### src/mcdt_pkg.sv
package mcdt_pkg;

   localparam int POINT_COUNT = 4;
   localparam int COORD_W     = 13;
   localparam int CENTER_W    = 12;
   localparam int MEAN_W      = 17;
   localparam int SEEN_W      = 3;
   localparam int SQ_W        = 2 * CENTER_W + 1;
   localparam int RAD_W       = 2 * MEAN_W;
   localparam int REM_W       = MEAN_W + 1;
   localparam int TRIAL_W     = MEAN_W + 3;
   localparam int SQRT_STEPS  = MEAN_W;
   localparam int STEP_W      = 5;
   localparam int SUM_W       = MEAN_W + 2;
   localparam int DIV3_W      = 20;
   localparam int DIV3_SHIFT  = 21;
   localparam logic [DIV3_W-1:0] DIV3_MUL = 20'd699051;

   localparam int CSR_ADDR_W  = 3;
   localparam int CSR_DATA_W  = 32;
   localparam logic CSR_CENTER_X = 1'b0;
   localparam logic CSR_CENTER_Y = 1'b1;
   localparam logic [CENTER_W-1:0] CENTER_X_RESET = 12'd320;
   localparam logic [CENTER_W-1:0] CENTER_Y_RESET = 12'd240;

   typedef struct packed {
      logic load;
      logic square;
      logic step;
   } lane_ctrl_type;

   typedef struct packed {
      logic sum;
      logic divide;
      logic commit;
   } merge_ctrl_type;

endpackage

### src/mcdt_req_if.sv
interface mcdt_req_if;
   import mcdt_pkg::*;

   logic                      valid;
   logic                      ready;
   logic signed [COORD_W-1:0] point0_x;
   logic signed [COORD_W-1:0] point0_y;
   logic signed [COORD_W-1:0] point1_x;
   logic signed [COORD_W-1:0] point1_y;
   logic signed [COORD_W-1:0] point2_x;
   logic signed [COORD_W-1:0] point2_y;
   logic signed [COORD_W-1:0] point3_x;
   logic signed [COORD_W-1:0] point3_y;

   modport source (
      output valid, point0_x, point0_y, point1_x, point1_y,
             point2_x, point2_y, point3_x, point3_y,
      input  ready
   );
   modport sink (
      input  valid, point0_x, point0_y, point1_x, point1_y,
             point2_x, point2_y, point3_x, point3_y,
      output ready
   );
endinterface

### src/mcdt_rsp_if.sv
interface mcdt_rsp_if;
   import mcdt_pkg::*;

   logic              valid;
   logic              ready;
   logic              moving_closer;
   logic [MEAN_W-1:0] mean_distance;
   logic [SEEN_W-1:0] points_seen;

   modport source (
      output valid, moving_closer, mean_distance, points_seen,
      input  ready
   );
   modport sink (
      input  valid, moving_closer, mean_distance, points_seen,
      output ready
   );
endinterface

### src/marker_center_distance_trend_top.sv
// Marker center-distance trend: each request beat carries one frame with four
// marker points (a negative coordinate marks a point as unseen). Four lanes
// take the distance of each seen point to the center held in the csr
// registers, with four fraction bits, and a merge stage averages them and
// flags whether the mean dropped below the previous frame's mean. One frame
// is in flight at a time: the differences, the squares, the bit-serial square
// root in each lane, then sum, divide and result, which waits while the output
// register still holds an untaken result. The finished result sits in that
// output register, so the next frame is taken while it waits.
// A frame without any seen point returns zero and leaves the stored mean.
module marker_center_distance_trend_top (
   input  logic                            clock,
   input  logic                            reset,
   mcdt_req_if.sink                        req_ch,
   mcdt_rsp_if.source                      rsp_ch,
   input  logic                            csr_psel,
   input  logic                            csr_penable,
   input  logic                            csr_pwrite,
   input  logic [mcdt_pkg::CSR_ADDR_W-1:0] csr_paddr,
   input  logic [mcdt_pkg::CSR_DATA_W-1:0] csr_pwdata,
   output logic [mcdt_pkg::CSR_DATA_W-1:0] csr_prdata,
   output logic                            csr_pready
);
   import mcdt_pkg::*;

   localparam logic [2:0] ST_IDLE   = 3'd0;
   localparam logic [2:0] ST_SQUARE = 3'd1;
   localparam logic [2:0] ST_ROOT   = 3'd2;
   localparam logic [2:0] ST_SUM    = 3'd3;
   localparam logic [2:0] ST_DIVIDE = 3'd4;
   localparam logic [2:0] ST_FINISH = 3'd5;

   logic [2:0]              state_ff, state_in;
   logic [STEP_W-1:0]       step_ff, step_in;
   logic [POINT_COUNT-1:0]  mask_ff, mask_in;
   logic [SEEN_W-1:0]       seen_ff, seen_in;
   logic [CENTER_W-1:0]     center_x_ff, center_y_ff;
   logic                    rsp_valid_ff;
   logic                    rsp_closer_ff;
   logic [MEAN_W-1:0]       rsp_mean_ff;
   logic [SEEN_W-1:0]       rsp_seen_ff;

   logic                    accept;
   logic                    slot_free;
   logic                    csr_write;
   lane_ctrl_type           lane_ctrl;
   merge_ctrl_type          merge_ctrl;
   logic [POINT_COUNT-1:0][COORD_W-1:0] px, py;
   logic [POINT_COUNT-1:0][MEAN_W-1:0]  point_dist;
   logic [MEAN_W-1:0]       mean;
   logic                    closer;

   assign px = {req_ch.point3_x, req_ch.point2_x, req_ch.point1_x, req_ch.point0_x};
   assign py = {req_ch.point3_y, req_ch.point2_y, req_ch.point1_y, req_ch.point0_y};

   assign req_ch.ready = (state_ff == ST_IDLE);
   assign accept       = req_ch.valid && req_ch.ready;
   assign slot_free    = !rsp_valid_ff || rsp_ch.ready;

   always_comb begin
      seen_in = '0;
      for (int i = 0; i < POINT_COUNT; i++) begin
         mask_in[i] = !px[i][COORD_W-1] && !py[i][COORD_W-1];
         seen_in    = seen_in + SEEN_W'(mask_in[i]);
      end
   end

   always_comb begin
      state_in = state_ff;
      step_in  = step_ff;
      unique case (state_ff)
         ST_IDLE: begin
            if (accept) begin
               state_in = ST_SQUARE;
            end
         end
         ST_SQUARE: begin
            state_in = ST_ROOT;
            step_in  = '0;
         end
         ST_ROOT: begin
            step_in = step_ff + 1'b1;
            if (step_ff == STEP_W'(SQRT_STEPS - 1)) begin
               state_in = ST_SUM;
            end
         end
         ST_SUM:    state_in = ST_DIVIDE;
         ST_DIVIDE: state_in = ST_FINISH;
         ST_FINISH: begin
            if (slot_free) begin
               state_in = ST_IDLE;
            end
         end
         default:   state_in = ST_IDLE;
      endcase
   end

   always_comb begin
      lane_ctrl.load    = accept;
      lane_ctrl.square  = (state_ff == ST_SQUARE);
      lane_ctrl.step    = (state_ff == ST_ROOT);
      merge_ctrl.sum    = (state_ff == ST_SUM);
      merge_ctrl.divide = (state_ff == ST_DIVIDE);
      merge_ctrl.commit = (state_ff == ST_FINISH) && slot_free;
   end

   always_ff @(posedge clock) begin
      if (reset) begin
         state_ff <= ST_IDLE;
         step_ff  <= '0;
      end else begin
         state_ff <= state_in;
         step_ff  <= step_in;
      end
   end

   always_ff @(posedge clock) begin
      if (accept) begin
         mask_ff <= mask_in;
         seen_ff <= seen_in;
      end
   end

   for (genvar g = 0; g < POINT_COUNT; g++) begin : g_lane
      mcdt_lane u_lane (
         .clock      (clock),
         .ctrl       (lane_ctrl),
         .point_x    (px[g][CENTER_W-1:0]),
         .point_y    (py[g][CENTER_W-1:0]),
         .center_x   (center_x_ff),
         .center_y   (center_y_ff),
         .point_dist (point_dist[g])
      );
   end

   mcdt_merge u_merge (
      .clock      (clock),
      .reset      (reset),
      .ctrl       (merge_ctrl),
      .mask       (mask_ff),
      .seen       (seen_ff),
      .point_dist (point_dist),
      .mean       (mean),
      .closer     (closer)
   );

   // output register: hold the result until the beat is taken
   always_ff @(posedge clock) begin
      if (reset) begin
         rsp_valid_ff <= 1'b0;
      end else if (merge_ctrl.commit) begin
         rsp_valid_ff <= 1'b1;
      end else if (rsp_ch.ready) begin
         rsp_valid_ff <= 1'b0;
      end
   end

   always_ff @(posedge clock) begin
      if (merge_ctrl.commit) begin
         rsp_closer_ff <= closer;
         rsp_mean_ff   <= mean;
         rsp_seen_ff   <= seen_ff;
      end
   end

   assign rsp_ch.valid         = rsp_valid_ff;
   assign rsp_ch.moving_closer = rsp_closer_ff;
   assign rsp_ch.mean_distance = rsp_mean_ff;
   assign rsp_ch.points_seen   = rsp_seen_ff;

   assign csr_write  = csr_psel && csr_penable && csr_pwrite;
   assign csr_pready = 1'b1;

   always_ff @(posedge clock) begin
      if (reset) begin
         center_x_ff <= CENTER_X_RESET;
         center_y_ff <= CENTER_Y_RESET;
      end else if (csr_write) begin
         unique case (csr_paddr[2])
            CSR_CENTER_X: center_x_ff <= csr_pwdata[CENTER_W-1:0];
            CSR_CENTER_Y: center_y_ff <= csr_pwdata[CENTER_W-1:0];
            default:      center_x_ff <= center_x_ff;
         endcase
      end
   end

   always_comb begin
      unique case (csr_paddr[2])
         CSR_CENTER_X: csr_prdata = CSR_DATA_W'(center_x_ff);
         CSR_CENTER_Y: csr_prdata = CSR_DATA_W'(center_y_ff);
         default:      csr_prdata = '0;
      endcase
   end
endmodule

### src/mcdt_lane.sv
module mcdt_lane (
   input  logic                             clock,
   input  mcdt_pkg::lane_ctrl_type          ctrl,
   input  logic [mcdt_pkg::CENTER_W-1:0]    point_x,
   input  logic [mcdt_pkg::CENTER_W-1:0]    point_y,
   input  logic [mcdt_pkg::CENTER_W-1:0]    center_x,
   input  logic [mcdt_pkg::CENTER_W-1:0]    center_y,
   output logic [mcdt_pkg::MEAN_W-1:0]      point_dist
);
   import mcdt_pkg::*;

   logic [CENTER_W-1:0] dx_ff, dx_in;
   logic [CENTER_W-1:0] dy_ff, dy_in;
   logic [RAD_W-1:0]    rad_ff, rad_in;
   logic [REM_W-1:0]    rem_ff, rem_in;
   logic [MEAN_W-1:0]   root_ff, root_in;
   logic [SQ_W-1:0]     sq;
   logic [TRIAL_W-1:0]  rem_sh;
   logic [TRIAL_W-1:0]  trial;
   logic [TRIAL_W-1:0]  diff;

   always_comb begin
      dx_in = (point_x >= center_x) ? point_x - center_x : center_x - point_x;
      dy_in = (point_y >= center_y) ? point_y - center_y : center_y - point_y;
      sq    = SQ_W'(dx_ff * dx_ff) + SQ_W'(dy_ff * dy_ff);
      // bring down the next radicand pair
      rem_sh = {rem_ff, rad_ff[RAD_W-1 -: 2]};
      trial  = {1'b0, root_ff, 2'b01};
      diff   = rem_sh - trial;
      rad_in  = rad_ff;
      rem_in  = rem_ff;
      root_in = root_ff;
      if (ctrl.square) begin
         rad_in  = RAD_W'({sq, 8'h00});
         rem_in  = '0;
         root_in = '0;
      end else if (ctrl.step) begin
         rad_in = {rad_ff[RAD_W-3:0], 2'b00};
         if (rem_sh >= trial) begin
            rem_in  = diff[REM_W-1:0];
            root_in = {root_ff[MEAN_W-2:0], 1'b1};
         end else begin
            rem_in  = rem_sh[REM_W-1:0];
            root_in = {root_ff[MEAN_W-2:0], 1'b0};
         end
      end
   end

   always_ff @(posedge clock) begin
      if (ctrl.load) begin
         dx_ff <= dx_in;
         dy_ff <= dy_in;
      end
      rad_ff  <= rad_in;
      rem_ff  <= rem_in;
      root_ff <= root_in;
   end

   assign point_dist = root_ff;
endmodule

### src/mcdt_merge.sv
module mcdt_merge (
   input  logic                                                 clock,
   input  logic                                                 reset,
   input  mcdt_pkg::merge_ctrl_type                             ctrl,
   input  logic [mcdt_pkg::POINT_COUNT-1:0]                     mask,
   input  logic [mcdt_pkg::SEEN_W-1:0]                          seen,
   input  logic [mcdt_pkg::POINT_COUNT-1:0][mcdt_pkg::MEAN_W-1:0] point_dist,
   output logic [mcdt_pkg::MEAN_W-1:0]                          mean,
   output logic                                                 closer
);
   import mcdt_pkg::*;

   logic [SUM_W-1:0]  sum_ff, sum_in;
   logic [MEAN_W-1:0] mean_ff, mean_in;
   logic [MEAN_W-1:0] prev_ff;
   logic [SUM_W+DIV3_W-1:0] prod;

   always_comb begin
      sum_in = '0;
      for (int i = 0; i < POINT_COUNT; i++) begin
         if (mask[i]) begin
            sum_in = sum_in + SUM_W'(point_dist[i]);
         end
      end
      prod = (SUM_W+DIV3_W)'(sum_ff) * (SUM_W+DIV3_W)'(DIV3_MUL);
      unique case (seen)
         3'd1:    mean_in = sum_ff[MEAN_W-1:0];
         3'd2:    mean_in = sum_ff[MEAN_W:1];
         3'd3:    mean_in = prod[DIV3_SHIFT +: MEAN_W];
         3'd4:    mean_in = sum_ff[MEAN_W+1:2];
         default: mean_in = '0;
      endcase
   end

   always_ff @(posedge clock) begin
      if (ctrl.sum) begin
         sum_ff <= sum_in;
      end
      if (ctrl.divide) begin
         mean_ff <= mean_in;
      end
   end

   // keep the last real mean across frames with no marker
   always_ff @(posedge clock) begin
      if (reset) begin
         prev_ff <= '1;
      end else if (ctrl.commit && seen != '0) begin
         prev_ff <= mean_ff;
      end
   end

   assign mean   = mean_ff;
   assign closer = (seen != '0) && (mean_ff < prev_ff);
endmodule

### src/flat_wrapper.sv
// flat-port wrapper written by rule: the top's interface ports become plain ports
module marker_center_distance_trend_top_flat import mcdt_pkg::*;
  (clock, reset, csr_psel, csr_penable, csr_pwrite, csr_paddr, csr_pwdata, csr_prdata, csr_pready, req_ch_valid, req_ch_point0_x, req_ch_point0_y, req_ch_point1_x, req_ch_point1_y, req_ch_point2_x, req_ch_point2_y, req_ch_point3_x, req_ch_point3_y, req_ch_ready, rsp_ch_valid, rsp_ch_moving_closer, rsp_ch_mean_distance, rsp_ch_points_seen, rsp_ch_ready);
  mcdt_req_if req_ch_i ();
  mcdt_rsp_if rsp_ch_i ();
  input  logic clock;
  input  logic reset;
  input  logic csr_psel;
  input  logic csr_penable;
  input  logic csr_pwrite;
  input  logic [mcdt_pkg::CSR_ADDR_W-1:0] csr_paddr;
  input  logic [mcdt_pkg::CSR_DATA_W-1:0] csr_pwdata;
  output logic [mcdt_pkg::CSR_DATA_W-1:0] csr_prdata;
  output logic csr_pready;
  input wire logic [$bits(req_ch_i.valid)-1:0] req_ch_valid;
  input wire logic [$bits(req_ch_i.point0_x)-1:0] req_ch_point0_x;
  input wire logic [$bits(req_ch_i.point0_y)-1:0] req_ch_point0_y;
  input wire logic [$bits(req_ch_i.point1_x)-1:0] req_ch_point1_x;
  input wire logic [$bits(req_ch_i.point1_y)-1:0] req_ch_point1_y;
  input wire logic [$bits(req_ch_i.point2_x)-1:0] req_ch_point2_x;
  input wire logic [$bits(req_ch_i.point2_y)-1:0] req_ch_point2_y;
  input wire logic [$bits(req_ch_i.point3_x)-1:0] req_ch_point3_x;
  input wire logic [$bits(req_ch_i.point3_y)-1:0] req_ch_point3_y;
  output wire logic [$bits(req_ch_i.ready)-1:0] req_ch_ready;
  output wire logic [$bits(rsp_ch_i.valid)-1:0] rsp_ch_valid;
  output wire logic [$bits(rsp_ch_i.moving_closer)-1:0] rsp_ch_moving_closer;
  output wire logic [$bits(rsp_ch_i.mean_distance)-1:0] rsp_ch_mean_distance;
  output wire logic [$bits(rsp_ch_i.points_seen)-1:0] rsp_ch_points_seen;
  input wire logic [$bits(rsp_ch_i.ready)-1:0] rsp_ch_ready;
  assign req_ch_i.valid = req_ch_valid;
  assign req_ch_i.point0_x = req_ch_point0_x;
  assign req_ch_i.point0_y = req_ch_point0_y;
  assign req_ch_i.point1_x = req_ch_point1_x;
  assign req_ch_i.point1_y = req_ch_point1_y;
  assign req_ch_i.point2_x = req_ch_point2_x;
  assign req_ch_i.point2_y = req_ch_point2_y;
  assign req_ch_i.point3_x = req_ch_point3_x;
  assign req_ch_i.point3_y = req_ch_point3_y;
  assign req_ch_ready = req_ch_i.ready;
  assign rsp_ch_valid = rsp_ch_i.valid;
  assign rsp_ch_moving_closer = rsp_ch_i.moving_closer;
  assign rsp_ch_mean_distance = rsp_ch_i.mean_distance;
  assign rsp_ch_points_seen = rsp_ch_i.points_seen;
  assign rsp_ch_i.ready = rsp_ch_ready;
  marker_center_distance_trend_top u_core (.clock(clock), .reset(reset), .req_ch(req_ch_i), .rsp_ch(rsp_ch_i), .csr_psel(csr_psel), .csr_penable(csr_penable), .csr_pwrite(csr_pwrite), .csr_paddr(csr_paddr), .csr_pwdata(csr_pwdata), .csr_prdata(csr_prdata), .csr_pready(csr_pready));
endmodule
### config.mk
export PLATFORM = sky130hd
export DESIGN_NAME = marker_center_distance_trend_top_flat
export DESIGN_NICKNAME = d
export VERILOG_FILES = /design/src/mcdt_pkg.sv /design/src/mcdt_req_if.sv /design/src/mcdt_rsp_if.sv /design/src/marker_center_distance_trend_top.sv /design/src/mcdt_lane.sv /design/src/mcdt_merge.sv /design/src/flat_wrapper.sv
export SDC_FILE = /design/constraint.sdc
export NUM_CORES = 2
export LEC_CHECK = 0
export BUFFER_PORTS_ARGS = -buffer_cell sky130_fd_sc_hd__buf_2
export CORE_MARGIN = 3
export CORE_UTILIZATION = 59
export DETAILED_ROUTE_END_ITERATION = 8
export PLACE_DENSITY = 0.79
export REMOVE_ABC_BUFFERS = 1
export SETUP_SLACK_MARGIN = 0.2
export SLEW_MARGIN = 20
export SYNTH_ARGS = -nofsm -noshare
export SYNTH_HDL_FRONTEND = slang
export SYNTH_SLANG_ARGS = --single-unit
### constraint.sdc
create_clock -name clock -period 6.8 [get_ports clock]
set_input_delay 0.68 -clock clock [delete_from_list [all_inputs] [get_ports clock]]
set_output_delay 0.68 -clock clock [all_outputs]
set_load 0.01 [all_outputs]
After elaboration in Yosys (flattened, before gate mapping)

Cells that the tools add are included.

Add/subtract/negate cells: 31
Multipliers: 9
Div/mod/pow operators: 0
$lt $le $gt $ge: 13
Equality and inequality tests: 13
Shift-type cells: 0
Multiplexer cells: 37
Bitwise operators: 1
Reductions and logical operators: 27

Operators with widths:

| cell                   | count |
|---|---|
| $mux 33                | 8 |
| $mul 12x12->24         | 8 |
| $sub 12x12->12         | 16 |
| $add 24x24->25         | 4 |
| $ge 12x12->1           | 8 |
| $mux 12                | 8 |
| $ge 20x19->1           | 4 |
| $mux 18                | 4 |
| $sub 18x18->18         | 4 |
| $pmux 17 s4            | 1 |
| $pmux 32 s2            | 1 |
| $mux 19                | 3 |
| $add 19x17->19         | 2 |
| $mul 19x20->38 const B | 1 |
| $add 17x17->18         | 1 |
| $pmux 3 s6             | 1 |
| $lt 17x17->1           | 1 |
| $mux 17                | 1 |
| $eq 3x2->1 const B     | 4 |
| $logic_and 1x1->1      | 10 |
| $pmux 5 s2             | 1 |
| $eq 3x3->1 const B     | 3 |
| $logic_not 1->1        | 9 |
| $mux 3                 | 3 |
| 15 further kinds       | 25 |

Register bits after elaboration: 454
Latch bits: 0
Memory bits (writable): 0
Memory bits (read-only): 0
Output and inout port bits: 56
Memories: 0

Longest topological paths before layout

Depth in word-level cells: 7
Gate-level depth with buffers: 30
Depth with buffers taken out: 30

Cells and area by module

Synthesis repeated with hierarchy kept, for this count alone.

Cells, all modules: 7852
Area, all modules: 71787.6 µm²

By module, submodules not included:

| module                                   | times used | cells an instance | area each (µm²) | seq. area each (µm²) |
|---|---|---|---|---|
| mcdt_lane at u_core.g_lane[0].u_lane ... | 2          | 1619              | 14696.6         | 2192.1 |
| mcdt_lane at u_core.g_lane[2].u_lane     | 1          | 1649              | 14920.6         | 2192.1 |
| mcdt_lane at u_core.g_lane[3].u_lane     | 1          | 1511              | 14106.0         | 2192.1 |
| mcdt_merge                               | 1          | 1210              | 10780.3         | 1421.4 |
| marker_center_distance_trend_top         | 1          | 244               | 2587.5          | 1501.4 |

Worst setup path after synthesis

No wires, ideal clock.

Kind: register to register
From: reg u_core.g_lane[2].u_lane.dx_ff[2]
To: reg u_core.g_lane[2].u_lane.rad_ff[32], data pin
Arrival: 6492 ps
Required time: 6535 ps
Slack: 42 ps
Stages on the path, launching flop included: 26
Buffers on the path: 1
Cells stage by stage: edfxtp_1 > clkbuf_1 > nand2_1 > fa_1 > inv_1 > fa_1 > inv_1 > fa_1 > fa_1 > inv_1 > fa_1 > fa_1 > inv_1 > fa_1 > inv_1 > ha_1 > a21o_1 > a21o_1 > a21oi_1 > o221ai_1 > o311ai_1 > a41oi_1 > a21o_1 > a21oi_1 > xnor2_1 > o21ai_1

Cells in the longest elaborated chain, start to end: 3

Ends and longest elaborated chain:

| element                                | RTL line        | source |
|---|---|---|
| start: declaration                     | mcdt_lane.sv:12 | `logic [CENTER_W-1:0] dx_ff, dx_in;` |
| start signal: assignment               | mcdt_lane.sv:51 | `dx_ff <= dx_in;` |
| $mul 12x12->24                         | mcdt_lane.sv:25 | `sq = SQ_W'(dx_ff * dx_ff) + SQ_W'(dy_ff * dy_ff);` |
| $add 24x24->25                         | mcdt_lane.sv:25 |  |
| $mux 33                                | mcdt_lane.sv:33 | `if (ctrl.square) begin` |
| net u_core.g_lane[2].u_lane.rad_in[32] | mcdt_lane.sv:14 | `logic [RAD_W-1:0] rad_ff, rad_in;` |
| end signal: assignment                 | mcdt_lane.sv:54 | `rad_ff <= rad_in;` |
| end: declaration                       | mcdt_lane.sv:14 |  |

The timed path passes the listed nets, and every way through them passes these cells.
A chain may end at the register's enable or synchronous reset.

Final worst setup path

From: reg u_core.g_lane[2].u_lane.dy_ff[2]
To: reg u_core.g_lane[2].u_lane.rad_ff[32], data pin

Cells in the longest elaborated chain, start to end: 3

Ends and longest elaborated chain:

| element                                | RTL line        | source |
|---|---|---|
| start: declaration                     | mcdt_lane.sv:13 | `logic [CENTER_W-1:0] dy_ff, dy_in;` |
| start signal: assignment               | mcdt_lane.sv:52 | `dy_ff <= dy_in;` |
| $mul 12x12->24                         | mcdt_lane.sv:25 |  |
| $add 24x24->25                         | mcdt_lane.sv:25 |  |
| $mux 33                                | mcdt_lane.sv:33 |  |
| net u_core.g_lane[2].u_lane.rad_in[32] | mcdt_lane.sv:14 |  |

The timed path passes the listed nets, and every way through them passes these cells.

==> metrics.csv <==
metric;value;unit
synthArstFlopShare;0;
drv_slew;0;
post-place-ws;-0.220;ns
avgSynthCellArea;9.28;sq um
relSlewSlack;0.257;
via_count;51700;
cp_num_buf_inv;5;
ff_latch_area;0.0117;sq mm
r2r-end;u_core.g_lane[2].u_lane.rad_ff[32];
start_util;0.598;
row_count;123;
endpoint_kind;flop;
post-dp-hpwl;140;mm
yosysTopAreaCell;fa_1;
path_class;flop to flop;
fin_ws;0.101;ns
syn_to_final_growth;11.4;%
tritoncts;yes;
fin_area;0.0754;sq mm
skew;0.0309;ns
n_fill_cell;8722;
crit_slowest_cell;fa_1;
numCtsBuffers;57;
htreeDepth;2;
rr_startpoint;u_core.g_lane[2].u_lane.dy_ff[2];
finalHoldViolations;0;
clkTransAtPathRegs;0.06;ns
drtAntennaViolNets;0;
synthCells;7295;
finalCriticalPeriod;6.70;ns
max_freq;149;MHz
design.die.area;0.119;sq mm
clock_sinks;454;
wl_per_cell;18.8;um
path_common_cell;fa_1;
period_share;0.985;
ys.flop_type;edfxtp_1;
drt_pass1_iterations;6;
synth_area;0.0677;sq mm
crit_start;u_core.g_lane[2].u_lane.dy_ff[2];
track_usage;0.288;
critPathTopFamily;adder cells;
timing.setup.tns;0;ns
die_h;345;um
r2r_cells;23;
crit_required;7.19;ns
tightest_slew;1.11;ns
final_common_cell;inv_1;
drc_errors;0;
viasPerCell;5.62;
drtIter0Drc;3579;
multi_input_area;0.0503;sq mm
hp-start;csr_pwdata[1];
synth_top_area_frac;0.273;
cts-hold-fix-buffers;0;
place_area;0.0712;sq mm
final_cell_mix;inv_1 (1509), fa_1 (889), ha_1 (857), nand2_1 (592), buf_4 (310);
grt_max_degree;119;
nNetsFinal;9599;
synth.distinct_cells;91;
worstHoldPathType;primary input to flop;
rsz0062_at_grt;true;
hold_ws;0.284;ns
startpoint_type;flop;
clk_latency;0.68;ns
die_w;345;um
status;finished, final reports clean;
antenna_found_initial;36;
maxCapViolations;0;
ff2ff_setup_slack;0.10;ns
cp_slowest_stage_delay;0.53;ns
grt-ovfl-total;0;
placement.io_buffers;158;
arrival;7.09;ns
ys_ff_latch;454;
cts_buffer_depth;3;
grt_pass1_vias;52800;
grt_pass1_wl;273;mm
ios;202;
core;0.113;sq mm
cp_max_fo;6;
setup_viol;0;
whs_endpoint;u_core.center_x_ff[1];
synth_edf_count;260;
synth_warnings;0;
clock-root-buffer;clkbuf_16;
seq_area_frac_synth;0.173;
drive_above_1_share;0.123;
globalplace.congestion;0.971;
crit_chain;and2_4 -> inv_2 -> fa_1 -> fa_1 -> fa_1 -> inv_2 -> fa_1 -> fa_1 -> fa_1 -> inv_1 -> fa_1 -> inv_2 -> ha_4 -> buf_6 -> o21a_1 -> o211ai_1 -> o221ai_4 -> o311ai_4 -> a41oi_2 -> a21o_1 -> a21oi_2 -> xnor2_1 -> o21ai_1;
hold_path_depth;3;
synthTopCellsByArea;fa_1 (27%), ha_1 (17%), edfxtp_1 (12%);
routed_wl;173;mm
## state kept, by name (all words and copies together), names as in the netlist, 12 cells and up
register	count
u_core.center_y_ff	12
u_core.u_merge.prev_ff	17
u_core.u_merge.mean	17
u_core.g_lane.u_lane.dy_ff	48
u_core.g_lane.u_lane.point_dist	68
u_core.g_lane.u_lane.rad_ff	104
u_core.g_lane.u_lane.rem_ff	72
u_core.center_x_ff	12
u_core.g_lane.u_lane.dx_ff	48
u_core.rsp_ch.mean_distance	17
u_core.u_merge.sum_ff	19
## final cells by class
class                   instances  share of cell area
diodes                         18            0.000597
clock buffers                  71              0.0206
clock inverters                34             0.00553
inverters                    1552              0.0773
multi-input cells            5052               0.667
flip-flops and latches        454               0.155
well taps                    1500              0.0249
repair buffers                519              0.0489
## tightest hold or removal path: cells and delay by family
family	cells	cell delay (ns)
compound gates	1	0.05
buf+inv	1	0.12
simple gates	1	0.05
## kinds of logic after synthesis
logic type,count (synthesis),synth area share
AND/OR/NAND/NOR,1534,0.109
adder cells (fa/ha/maj),1817,0.438
flip-flops,454,0.173
other,2,0.000111
buffers and inverters,1808,0.102
multiplexers,140,0.0212
XOR/XNOR,304,0.0393
AO/OA/AOI/OAI,1236,0.117
## what timing repair did
action	CTS	global route
pin swaps	65	178
setup endpoints to repair	20	44
setup buffers	41	73
resized for setup	73	257
## cells in the mapped netlist (60+ instances only)
cell type,number
fa_1,922
edfxtp_1,260
dfxtp_1,194
o21ai_0,298
nand2_1,627
clkbuf_1,207
nand2b_1,60
a21oi_1,291
o22ai_1,70
nor2b_1,83
mux2i_1,113
xnor2_1,172
ha_1,895
a21o_1,174
xor2_1,132
and2_1,261
nor2_1,231
nor3_1,77
inv_1,1552
## routing by layer
| metal | wire, um | global-route usage |
|---|---|---|
| met5 | 190 | 0 |
| met3 | 14900 | 0.0644 |
| met1 | 70500 | 0.381 |
| met2 | 81300 | 0.473 |
| met4 | 5870 | 0.0894 |
## worst max-delay path by stage
| stage | endpoint | slack (ns) | cells after the start |
|---|---|---|---|
| after global placement | u_core.g_lane[2].u_lane.rad_ff[32] | -0.09 | 24 |
| final | u_core.g_lane[2].u_lane.rad_ff[32] | 0.10 | 23 |
| after floorplan | u_core.g_lane[0].u_lane.rad_ff[10] | -0.68 | 4 |
| after CTS | u_core.g_lane[1].u_lane.rad_ff[29] | 0.16 | 24 |
| after detailed placement | u_core.g_lane[2].u_lane.rad_ff[32] | -0.22 | 22 |
| after global routing | u_core.g_lane[3].u_lane.rad_ff[32] | -0.09 | 26 |
## metrics by stage
stage | util | cells
final | 0.666 | 9200
after global routing | 0.666 | 9184
after CTS | 0.652 | 9108
after detailed placement | 0.630 | 8962
after global placement | 0.630 | 8962
after floorplan | - | 7058
Power is left out: the tool's default activity adds up to more than one toggle a clock period on the data nets, which glitch-free logic cannot reach.
